**src/hw/rtl/sha256_stream_hasher_assert.svh**
```systemverilog
// Assertion macros for the SHA-256 stream hasher
`ifndef SHA256_STREAM_HASHER_ASSERT_SVH
`define SHA256_STREAM_HASHER_ASSERT_SVH
// Implication checked on every rising clock edge outside reset
`define SHA_ASSERT_IMP(label, ante, cons) \
	label: assert property (@(posedge clk) disable iff (!arst_n) (ante) |-> (cons)) \
		else $error("assertion failed");
// Next-cycle implication
`define SHA_ASSERT_NEXT(label, ante, cons) \
	label: assert property (@(posedge clk) disable iff (!arst_n) (ante) |=> (cons)) \
		else $error("assertion failed");
`endif

```
**src/hw/rtl/sha_pkg.sv**
```systemverilog
// Types, constants and round functions for the SHA-256 stream hasher
package sha_pkg;
	localparam logic [1:0] OP_ABSORB = 2'd0;
	localparam logic [1:0] OP_ABSORB_FINISH = 2'd1;
	localparam logic [1:0] OP_FINISH = 2'd2;
	localparam logic [1:0] OP_UNUSED = 2'd3;

	typedef logic [31:0] word_t;

	// datapath commands
	typedef struct packed {
		logic       load_byte;  // store in_byte at pending position, add 8 bits
		logic       pad_write;  // write padding byte at pad_idx
		logic       pad_len;    // padding write takes the length byte for pad_idx
		logic       start;      // load working vars from hash words
		logic       round;      // one compression round
		logic       fold;       // add working vars into hash words
		logic       reset_hash; // back to initial values
	} sha_cmd_t;

	typedef struct packed {
		logic [5:0] used;       // pending byte count
		logic       last_round;
	} sha_status_t;

	localparam word_t [7:0] INIT_HASH = '{
		32'h5be0cd19, 32'h1f83d9ab, 32'h9b05688c, 32'h510e527f,
		32'ha54ff53a, 32'h3c6ef372, 32'hbb67ae85, 32'h6a09e667};

	function automatic word_t round_k(input logic [5:0] r);
		word_t k;
		unique case (r)
		6'd0: k=32'h428a2f98; 6'd1: k=32'h71374491; 6'd2: k=32'hb5c0fbcf; 6'd3: k=32'he9b5dba5;
		6'd4: k=32'h3956c25b; 6'd5: k=32'h59f111f1; 6'd6: k=32'h923f82a4; 6'd7: k=32'hab1c5ed5;
		6'd8: k=32'hd807aa98; 6'd9: k=32'h12835b01; 6'd10: k=32'h243185be; 6'd11: k=32'h550c7dc3;
		6'd12: k=32'h72be5d74; 6'd13: k=32'h80deb1fe; 6'd14: k=32'h9bdc06a7; 6'd15: k=32'hc19bf174;
		6'd16: k=32'he49b69c1; 6'd17: k=32'hefbe4786; 6'd18: k=32'h0fc19dc6; 6'd19: k=32'h240ca1cc;
		6'd20: k=32'h2de92c6f; 6'd21: k=32'h4a7484aa; 6'd22: k=32'h5cb0a9dc; 6'd23: k=32'h76f988da;
		6'd24: k=32'h983e5152; 6'd25: k=32'ha831c66d; 6'd26: k=32'hb00327c8; 6'd27: k=32'hbf597fc7;
		6'd28: k=32'hc6e00bf3; 6'd29: k=32'hd5a79147; 6'd30: k=32'h06ca6351; 6'd31: k=32'h14292967;
		6'd32: k=32'h27b70a85; 6'd33: k=32'h2e1b2138; 6'd34: k=32'h4d2c6dfc; 6'd35: k=32'h53380d13;
		6'd36: k=32'h650a7354; 6'd37: k=32'h766a0abb; 6'd38: k=32'h81c2c92e; 6'd39: k=32'h92722c85;
		6'd40: k=32'ha2bfe8a1; 6'd41: k=32'ha81a664b; 6'd42: k=32'hc24b8b70; 6'd43: k=32'hc76c51a3;
		6'd44: k=32'hd192e819; 6'd45: k=32'hd6990624; 6'd46: k=32'hf40e3585; 6'd47: k=32'h106aa070;
		6'd48: k=32'h19a4c116; 6'd49: k=32'h1e376c08; 6'd50: k=32'h2748774c; 6'd51: k=32'h34b0bcb5;
		6'd52: k=32'h391c0cb3; 6'd53: k=32'h4ed8aa4a; 6'd54: k=32'h5b9cca4f; 6'd55: k=32'h682e6ff3;
		6'd56: k=32'h748f82ee; 6'd57: k=32'h78a5636f; 6'd58: k=32'h84c87814; 6'd59: k=32'h8cc70208;
		6'd60: k=32'h90befffa; 6'd61: k=32'ha4506ceb; 6'd62: k=32'hbef9a3f7; default: k=32'hc67178f2;
		endcase
		return k;
	endfunction

	function automatic word_t ror(input word_t x, input int n);
		return (x >> n) | (x << (32 - n));
	endfunction
endpackage

```
**src/hw/rtl/sha_if.sv**
```systemverilog
// Valid/ready stream interfaces for input items and digests
interface sha_in_if;
	logic       valid;
	logic       ready;
	logic [1:0] operation;
	logic [7:0] message_byte;
	modport source (output valid, operation, message_byte, input ready);
	modport sink (input valid, operation, message_byte, output ready);
endinterface

interface sha_out_if;
	logic        valid;
	logic        ready;
	logic [31:0] digest_word_0;
	logic [31:0] digest_word_1;
	logic [31:0] digest_word_2;
	logic [31:0] digest_word_3;
	logic [31:0] digest_word_4;
	logic [31:0] digest_word_5;
	logic [31:0] digest_word_6;
	logic [31:0] digest_word_7;
	modport source (output valid, digest_word_0, digest_word_1, digest_word_2, digest_word_3,
		digest_word_4, digest_word_5, digest_word_6, digest_word_7, input ready);
	modport sink (input valid, digest_word_0, digest_word_1, digest_word_2, digest_word_3,
		digest_word_4, digest_word_5, digest_word_6, digest_word_7, output ready);
endinterface

```
**src/hw/rtl/sha256_stream_hasher.sv**
```systemverilog
// Streaming SHA-256 hasher top level: one byte or finish per input beat.
// An absorb beat that does not fill a block leaves the input ready for the next beat.
// A beat that fills a block is followed by load, 64 rounds and fold; input waits meanwhile.
// Finish with the marker at byte p: padding runs from p to the end of the block, which is then compressed;
// p >= 56 adds a length block, and a finishing byte that fills a block is compressed before its padding block.
// The digest then waits in the output register. Reset restores the initial hash values.
module sha256_stream_hasher (
	input logic       clk,
	input logic       arst_n,
	sha_in_if.sink    in_ch,
	sha_out_if.source out_ch
);
	sha_pkg::sha_cmd_t    cmd;
	sha_pkg::sha_status_t status;
	sha_pkg::word_t [7:0] hash;
	logic [5:0]           pad_idx, round_idx;
	logic [7:0]           pad_byte;
	logic                 out_load;
	logic                 valid_q;

	sha_ctrl u_ctrl (
		.clk, .arst_n, .in_ch, .out_busy(valid_q && !out_ch.ready), .out_load,
		.status, .cmd, .pad_idx, .pad_byte, .round_idx);

	sha_datapath u_dp (
		.clk, .arst_n, .cmd, .in_byte(in_ch.message_byte), .pad_idx, .pad_byte,
		.round_idx, .status, .hash);

	assign out_ch.valid = valid_q;

	always_ff @(posedge clk or negedge arst_n) begin
		if (!arst_n) begin
			valid_q <= 1'b0;
		end else if (out_load) begin
			valid_q <= 1'b1;
		end else if (out_ch.ready) begin
			valid_q <= 1'b0;
		end
	end

	always_ff @(posedge clk) begin
		if (out_load) begin
			out_ch.digest_word_0 <= hash[0];
			out_ch.digest_word_1 <= hash[1];
			out_ch.digest_word_2 <= hash[2];
			out_ch.digest_word_3 <= hash[3];
			out_ch.digest_word_4 <= hash[4];
			out_ch.digest_word_5 <= hash[5];
			out_ch.digest_word_6 <= hash[6];
			out_ch.digest_word_7 <= hash[7];
		end
	end
endmodule

```
**src/hw/rtl/sha_datapath.sv**
```systemverilog
// Bit length, message schedule window and round logic
module sha_datapath (
	input  logic                 clk,
	input  logic                 arst_n,
	input  sha_pkg::sha_cmd_t    cmd,
	input  logic [7:0]           in_byte,
	input  logic [5:0]           pad_idx,
	input  logic [7:0]           pad_byte,
	input  logic [5:0]           round_idx,
	output sha_pkg::sha_status_t status,
	output sha_pkg::word_t [7:0] hash
);
	logic [63:0]          len_q;
	sha_pkg::word_t [7:0] h_q;
	sha_pkg::word_t [7:0] v_q;
	sha_pkg::word_t       w_q [16];
	sha_pkg::word_t       wr, s0, s1, t1, t2, a2, a15;
	logic [3:0]           ri;
	logic [5:0]           used;
	logic [5:0]           wr_pos;
	logic [7:0]           wr_byte;

	assign used = len_q[8:3];
	assign status.used = used;
	assign status.last_round = (round_idx == 6'd63);
	assign hash = h_q;
	assign ri = round_idx[3:0];

	// pick the byte and its slot for an absorb or padding write
	always_comb begin
		if (cmd.pad_write) begin
			wr_pos = pad_idx;
			wr_byte = cmd.pad_len ? len_q[{~pad_idx[2:0], 3'd0} +: 8] : pad_byte;
		end else begin
			wr_pos = used;
			wr_byte = in_byte;
		end
	end

	always_comb begin
		a2 = w_q[ri - 4'd2];
		a15 = w_q[ri - 4'd15];
		s1 = sha_pkg::ror(a2, 17) ^ sha_pkg::ror(a2, 19) ^ (a2 >> 10);
		s0 = sha_pkg::ror(a15, 7) ^ sha_pkg::ror(a15, 18) ^ (a15 >> 3);
		if (round_idx < 6'd16) begin
			wr = w_q[ri];
		end else begin
			wr = s1 + w_q[ri - 4'd7] + s0 + w_q[ri];
		end
		t1 = v_q[7] + (sha_pkg::ror(v_q[4], 6) ^ sha_pkg::ror(v_q[4], 11)
			^ sha_pkg::ror(v_q[4], 25)) + ((v_q[4] & v_q[5]) ^ (~v_q[4] & v_q[6]))
			+ sha_pkg::round_k(round_idx) + wr;
		t2 = (sha_pkg::ror(v_q[0], 2) ^ sha_pkg::ror(v_q[0], 13) ^ sha_pkg::ror(v_q[0], 22))
			+ ((v_q[0] & v_q[1]) ^ (v_q[0] & v_q[2]) ^ (v_q[1] & v_q[2]));
	end

	always_ff @(posedge clk or negedge arst_n) begin
		if (!arst_n) begin
			len_q <= '0;
			h_q <= sha_pkg::INIT_HASH;
		end else if (cmd.reset_hash) begin
			h_q <= sha_pkg::INIT_HASH;
			len_q <= '0;
		end else begin
			if (cmd.load_byte) begin
				len_q <= len_q + 64'd8;
			end
			if (cmd.fold) begin
				for (int j = 0; j < 8; j++) begin
					h_q[j] <= h_q[j] + v_q[j];
				end
			end
		end
	end

	always_ff @(posedge clk) begin
		if (cmd.start) begin
			v_q <= h_q;
		end else if (cmd.round) begin
			v_q <= {v_q[6:4], v_q[3] + t1, v_q[2:0], t1 + t2};
		end
		if (cmd.load_byte || cmd.pad_write) begin
			// pack bytes big-endian straight into the schedule words
			w_q[wr_pos[5:2]][{~wr_pos[1:0], 3'd0} +: 8] <= wr_byte;
		end else if (cmd.round) begin
			w_q[ri] <= wr;
		end
	end
endmodule

```
**src/hw/rtl/sha_ctrl.sv**
```systemverilog
// Sequencer for absorb, padding, compression and digest output
module sha_ctrl (
	input  logic                clk,
	input  logic                arst_n,
	sha_in_if.sink              in_ch,
	input  logic                out_busy,
	output logic                out_load,
	input  sha_pkg::sha_status_t status,
	output sha_pkg::sha_cmd_t   cmd,
	output logic [5:0]          pad_idx,
	output logic [7:0]          pad_byte,
	output logic [5:0]          round_idx
);
	`include "sha256_stream_hasher_assert.svh"

	localparam logic [2:0] ST_IDLE = 3'd0;
	localparam logic [2:0] ST_START = 3'd1;
	localparam logic [2:0] ST_ROUND = 3'd2;
	localparam logic [2:0] ST_FOLD = 3'd3;
	localparam logic [2:0] ST_PAD = 3'd4;
	localparam logic [2:0] ST_OUT = 3'd5;

	logic [2:0] state_q;
	logic       fin_q;     // finish pending
	logic       marked_q;  // 0x80 already written
	logic       lenblk_q;  // current compression carries the length
	logic [5:0] pidx_q;
	logic [5:0] rnd_q;
	logic       acc;
	logic       do_byte;
	logic [5:0] pad_start;

	assign in_ch.ready = (state_q == ST_IDLE);
	assign acc = in_ch.valid && in_ch.ready && (in_ch.operation != sha_pkg::OP_UNUSED);
	assign do_byte = acc && (in_ch.operation != sha_pkg::OP_FINISH);
	assign pad_start = do_byte ? status.used + 6'd1 : status.used;
	assign pad_idx = pidx_q;
	assign pad_byte = marked_q ? 8'h00 : 8'h80;
	assign round_idx = rnd_q;
	assign out_load = (state_q == ST_OUT) && !out_busy;

	always_comb begin
		cmd = '0;
		cmd.load_byte = do_byte;
		cmd.pad_write = (state_q == ST_PAD);
		cmd.pad_len = (state_q == ST_PAD) && lenblk_q && (pidx_q >= 6'd56);
		cmd.start = (state_q == ST_START);
		cmd.round = (state_q == ST_ROUND);
		cmd.fold = (state_q == ST_FOLD);
		cmd.reset_hash = out_load;
	end

	always_ff @(posedge clk or negedge arst_n) begin
		if (!arst_n) begin
			state_q <= ST_IDLE;
			fin_q <= 1'b0;
			marked_q <= 1'b0;
			lenblk_q <= 1'b0;
			pidx_q <= '0;
			rnd_q <= '0;
		end else begin
			unique case (state_q)
			ST_IDLE: begin
				if (acc) begin
					fin_q <= (in_ch.operation != sha_pkg::OP_ABSORB);
					marked_q <= 1'b0;
					if (do_byte && status.used == 6'd63) begin
						// full block: compress first; on finish, padding follows in a fresh block
						lenblk_q <= 1'b0;
						state_q <= ST_START;
					end else if (in_ch.operation != sha_pkg::OP_ABSORB) begin
						pidx_q <= pad_start;
						// no room for the length after the marker: it gets its own block
						lenblk_q <= (pad_start < 6'd56);
						state_q <= ST_PAD;
					end
				end
			end
			ST_PAD: begin
				marked_q <= 1'b1;
				pidx_q <= pidx_q + 6'd1;
				if (pidx_q == 6'd63) begin
					state_q <= ST_START;
				end
			end
			ST_START: begin
				rnd_q <= '0;
				state_q <= ST_ROUND;
			end
			ST_ROUND: begin
				rnd_q <= rnd_q + 6'd1;
				if (status.last_round) begin
					state_q <= ST_FOLD;
				end
			end
			ST_FOLD: begin
				if (!fin_q) begin
					state_q <= ST_IDLE;
				end else if (lenblk_q) begin
					state_q <= ST_OUT;
				end else begin
					pidx_q <= '0;
					lenblk_q <= 1'b1;
					state_q <= ST_PAD;
				end
			end
			ST_OUT: begin
				if (!out_busy) begin
					state_q <= ST_IDLE;
				end
			end
			default: state_q <= ST_IDLE;
			endcase
		end
	end

	`SHA_ASSERT_IMP(a_ready_idle, in_ch.ready, state_q == ST_IDLE)
	`SHA_ASSERT_NEXT(a_round_adv, state_q == ST_ROUND && !status.last_round, state_q == ST_ROUND)
	`SHA_ASSERT_IMP(a_out_fin, out_load, fin_q && lenblk_q)
endmodule

```
**src/flat_wrapper.sv**
```systemverilog
// flat-port wrapper written by rule: the top's interface ports become plain ports
module sha256_stream_hasher_flat 
  (clk, arst_n, in_ch_valid, in_ch_operation, in_ch_message_byte, in_ch_ready, out_ch_valid, out_ch_digest_word_0, out_ch_digest_word_1, out_ch_digest_word_2, out_ch_digest_word_3, out_ch_digest_word_4, out_ch_digest_word_5, out_ch_digest_word_6, out_ch_digest_word_7, out_ch_ready);
  sha_in_if in_ch_i ();
  sha_out_if out_ch_i ();
  input logic clk;
  input logic arst_n;
  input wire logic [$bits(in_ch_i.valid)-1:0] in_ch_valid;
  input wire logic [$bits(in_ch_i.operation)-1:0] in_ch_operation;
  input wire logic [$bits(in_ch_i.message_byte)-1:0] in_ch_message_byte;
  output wire logic [$bits(in_ch_i.ready)-1:0] in_ch_ready;
  output wire logic [$bits(out_ch_i.valid)-1:0] out_ch_valid;
  output wire logic [$bits(out_ch_i.digest_word_0)-1:0] out_ch_digest_word_0;
  output wire logic [$bits(out_ch_i.digest_word_1)-1:0] out_ch_digest_word_1;
  output wire logic [$bits(out_ch_i.digest_word_2)-1:0] out_ch_digest_word_2;
  output wire logic [$bits(out_ch_i.digest_word_3)-1:0] out_ch_digest_word_3;
  output wire logic [$bits(out_ch_i.digest_word_4)-1:0] out_ch_digest_word_4;
  output wire logic [$bits(out_ch_i.digest_word_5)-1:0] out_ch_digest_word_5;
  output wire logic [$bits(out_ch_i.digest_word_6)-1:0] out_ch_digest_word_6;
  output wire logic [$bits(out_ch_i.digest_word_7)-1:0] out_ch_digest_word_7;
  input wire logic [$bits(out_ch_i.ready)-1:0] out_ch_ready;
  assign in_ch_i.valid = in_ch_valid;
  assign in_ch_i.operation = in_ch_operation;
  assign in_ch_i.message_byte = in_ch_message_byte;
  assign in_ch_ready = in_ch_i.ready;
  assign out_ch_valid = out_ch_i.valid;
  assign out_ch_digest_word_0 = out_ch_i.digest_word_0;
  assign out_ch_digest_word_1 = out_ch_i.digest_word_1;
  assign out_ch_digest_word_2 = out_ch_i.digest_word_2;
  assign out_ch_digest_word_3 = out_ch_i.digest_word_3;
  assign out_ch_digest_word_4 = out_ch_i.digest_word_4;
  assign out_ch_digest_word_5 = out_ch_i.digest_word_5;
  assign out_ch_digest_word_6 = out_ch_i.digest_word_6;
  assign out_ch_digest_word_7 = out_ch_i.digest_word_7;
  assign out_ch_i.ready = out_ch_ready;
  sha256_stream_hasher u_core (.clk(clk), .arst_n(arst_n), .in_ch(in_ch_i), .out_ch(out_ch_i));
endmodule
```
**config.mk**
```make
export PLATFORM = sky130hd
export DESIGN_NAME = sha256_stream_hasher_flat
export DESIGN_NICKNAME = d
export VERILOG_FILES = /design/src/hw/rtl/sha_pkg.sv /design/src/hw/rtl/sha_if.sv /design/src/hw/rtl/sha256_stream_hasher.sv /design/src/hw/rtl/sha_datapath.sv /design/src/hw/rtl/sha_ctrl.sv /design/src/flat_wrapper.sv
export VERILOG_INCLUDE_DIRS = /design/src /design/src/hw/rtl
export SDC_FILE = /design/constraint.sdc
export NUM_CORES = 2
export LEC_CHECK = 0
export BUFFER_PORTS_ARGS = -buffer_cell sky130_fd_sc_hd__buf_4
export CORE_MARGIN = 2
export CORE_UTILIZATION = 45
export CTS_BUF_LIST = sky130_fd_sc_hd__clkbuf_8
export CTS_CLUSTER_SIZE = 16
export DETAILED_ROUTE_END_ITERATION = 10
export GPL_TIMING_DRIVEN = 1
export PLACE_DENSITY = 0.61
export SETUP_SLACK_MARGIN = 0.15
export SLEW_MARGIN = 20
export SYNTH_ARGS = -nofsm -noshare
export SYNTH_HDL_FRONTEND = slang
export SYNTH_SLANG_ARGS = --single-unit
```
**constraint.sdc**
```tcl
create_clock -name clk -period 17 [get_ports clk]
set_input_delay 1.7 -clock clk [delete_from_list [all_inputs] [get_ports clk]]
set_output_delay 1.7 -clock clk [all_outputs]
set_load 0.02 [all_outputs]
```
==> results.ini <==
[route]
vias_per_cell=6.18
postRouteAntennaNets=0
drt-initial-drc-count=7658
dr.pass1.iters=7
wl_per_cell_microns=27.9
drc=0
wl_microns=308000
routed-via-count=68354

[logic_synthesis]
synth_xor_area_share_pct=6.13
ys_seq_area_share_pct=44.2
synth_adder_area_share_pct=10.2
ys_top_cells_by_area=edfxtp_1 35%, mux4_2 11%, ha_1 5.8%
synth_top_area_share_pct=34.5
synthMuxAreaShare_pct=13.1
synthFlopType=edfxtp_1
synth_top_family_by_area=multiplexers
syn-num-nets=8586
synth-seq-cells=1360
synth_edf_count=1024
synth_compound_area_share_pct=12.3
syn_area_per_cell_sq_um=11.2
yosysTopAreaCell=edfxtp_1
syn_area_sq_mm=0.0890
synth-simple-area-share_pct=10.2
synth-warning-count=0
synthCells=7965
synthArstFlopShare_pct=24.7
synth.distinct_cells=94

[finish]
final_nets=8830
final_common_cell=edfxtp_1
layout_common_cells=1024 x edfxtp_1, 988 x nand2_1, 514 x a21oi_1, 503 x inv_1, 457 x nor2_1
drive_gt1_share_pct=17.1
synthToLayoutAreaGrowth_pct=11.6
final_util_pct=50.4

[grt]
grt_max_degree=153
antenna_found_initial=8
first_global_vias=65476
grt-ovfl-total=0
grt_pass1_wl_microns=449000
globalRouteTotalUtil_pct=30.0

[placement]
place_congestion=0.977
hpwl_microns=225000
port_buffers=271
dpl_worst_slack_ps=2740

[floorplan]
die_w_microns=449
design.die.area_sq_mm=0.201
start_util_pct=45.2
io_pins=272
row_count=163
core-area_sq_mm=0.197
die_h_microns=449

[timing]
rsz0062_at_grt=no
tns_ps=0
fin_worst_skew_ps=104
setup_ws_ps=2450
fin_hold_ws_ps=503
slew_violations=0
setup_viol=0
fin_crit_sh_pct=85.6
period_needed_ps=14550
max_freq_ghz=0.0687
worst_pin_slew_ps=1180
relSlewSlack_pct=20.8
finalHoldViolations=0

[clocking]
cts_root_buf=clkbuf_8
hold_buffers=0
cts_tree=yes
postCtsSetupBuffers=0
cts_buffer_depth=3
cts_resized=0
clk_pin_slew_worst_paths_ps=80
clk_latency_ps=1090
cts_buffers=226
cts_sinks=1360
htree_levels=4

[run]
maxCapViolCount=0

[setup_path]
crit_path_end_kind=register
critical_path.max_stage_delay_ps=840
worst-path-max-fanout=108
required_ps=17870
cp-start-kind=register
cpMaxStageDelayCell=buf_4
critPathKind=register to register
crit_arrival_ps=15430

[min_path]
min_path_type=register to register

[outcome]
status=finished, final reports clean

## Yosys cell counts, drive strengths merged, types with 34 or more instances
cell	count
o211ai	34
ha	411
edfxtp	1024
xnor2	360
a31oi	57
a21oi	516
a211oi	50
o21ai	503
nand2b	71
inv	448
dfrtp	200
o31ai	35
mux2i	177
o22ai	58
o21bai	51
nor3	130
nor2b	51
mux4	424
buf	102
or3	38
dfstp	136
a21o	188
nor2	471
fa	196
nand3	177
xor2	257
and3	38
o21a	57
nand2	991
clkbuf	330
## routing by layer
layer / GRT usage (%) / vias up / wire length (microns)
li1: - / 29782 / -
met1: 40.4 / 34233 / 124000
met2: 47.1 / 3611 / 142000
met3: 5.68 / 720 / 27700
met4: 13.5 / 8 / 15500
met5: 0 / - / 48
## critical path: cells and delay by family (launching register included)
kind,cells,cell delay (ps)
AOI/OAI and AO/OA,20,4230
buffers and inverters,10,2020
and+or+nand+nor,5,450
muxes,3,1440
xor gates and xnor gates,5,1120
adders and majority gates,9,3990
DFF,1,830
## cell type report
type                            instances  area, sq um
Clock buffer                          253         3480
Clock inverter                        178         1510
Inverter                              450         1710
Multi-Input combinational cell       5723        46500
Antenna cell                            6         15.0
Sequential cell                      1360        39300
Timing Repair Buffer                  448         3510
Fill cell                           17605        97700
Tap cell                             2640         3300
## metrics by stage
step | cell area, sq um | instances
floorplan | 89000 | 7965
global placement | 94200 | 10616
detailed placement | 94200 | 10619
CTS | 99200 | 11050
global route | 99300 | 11056
finish | 99300 | 11058
## flip-flops by register name, summed over array words and instances, names as in the netlist, 61 cells and up
| signal | cells |
|---|---|
| u_core.u_dp.w_q | 512 |
| u_core.u_dp.hash | 256 |
| u_core.u_dp.v_q | 256 |
| u_core.u_dp.len_q | 61 |
## worst paths after layout
| kind | start | end | slack (ps) | depth (start not counted) |
|---|---|---|---|---|
| worst max register to register | u_core.u_ctrl.round_idx[0]$_DFFE_PN0P_ | u_core.u_dp.v_q[31]$_DFFE_PP_ | 2450 | 52 |
| worst max-delay path | u_core.u_ctrl.round_idx[0]$_DFFE_PN0P_ | u_core.u_dp.v_q[31]$_DFFE_PP_ | 2450 | 52 |
| min in group asynchronous | arst_n | u_core.u_dp.hash[170]$_DFFE_PN0P_ | 670 | 1 |
| worst min-delay path | u_core.u_ctrl.marked_q$_DFFE_PN0P_ | u_core.u_ctrl.marked_q$_DFFE_PN0P_ | 500 | 2 |
| worst min register to register | u_core.u_ctrl.marked_q$_DFFE_PN0P_ | u_core.u_ctrl.marked_q$_DFFE_PN0P_ | 500 | 2 |
| max in group asynchronous | arst_n | u_core.u_dp.hash[42]$_DFFE_PN1P_ | 14570 | 3 |
## cell families after synthesis
family / count (synthesis)
flip-flops: 1360
buffers and inverters: 882
AND/OR/NAND/NOR: 2086
multiplexers: 631
XOR/XNOR: 618
AO/OA/AOI/OAI: 1776
adder cells (fa/ha/maj): 612
Power is not shown: default switching activity piles up to over one toggle a cycle in this logic, so the estimate is an artifact.
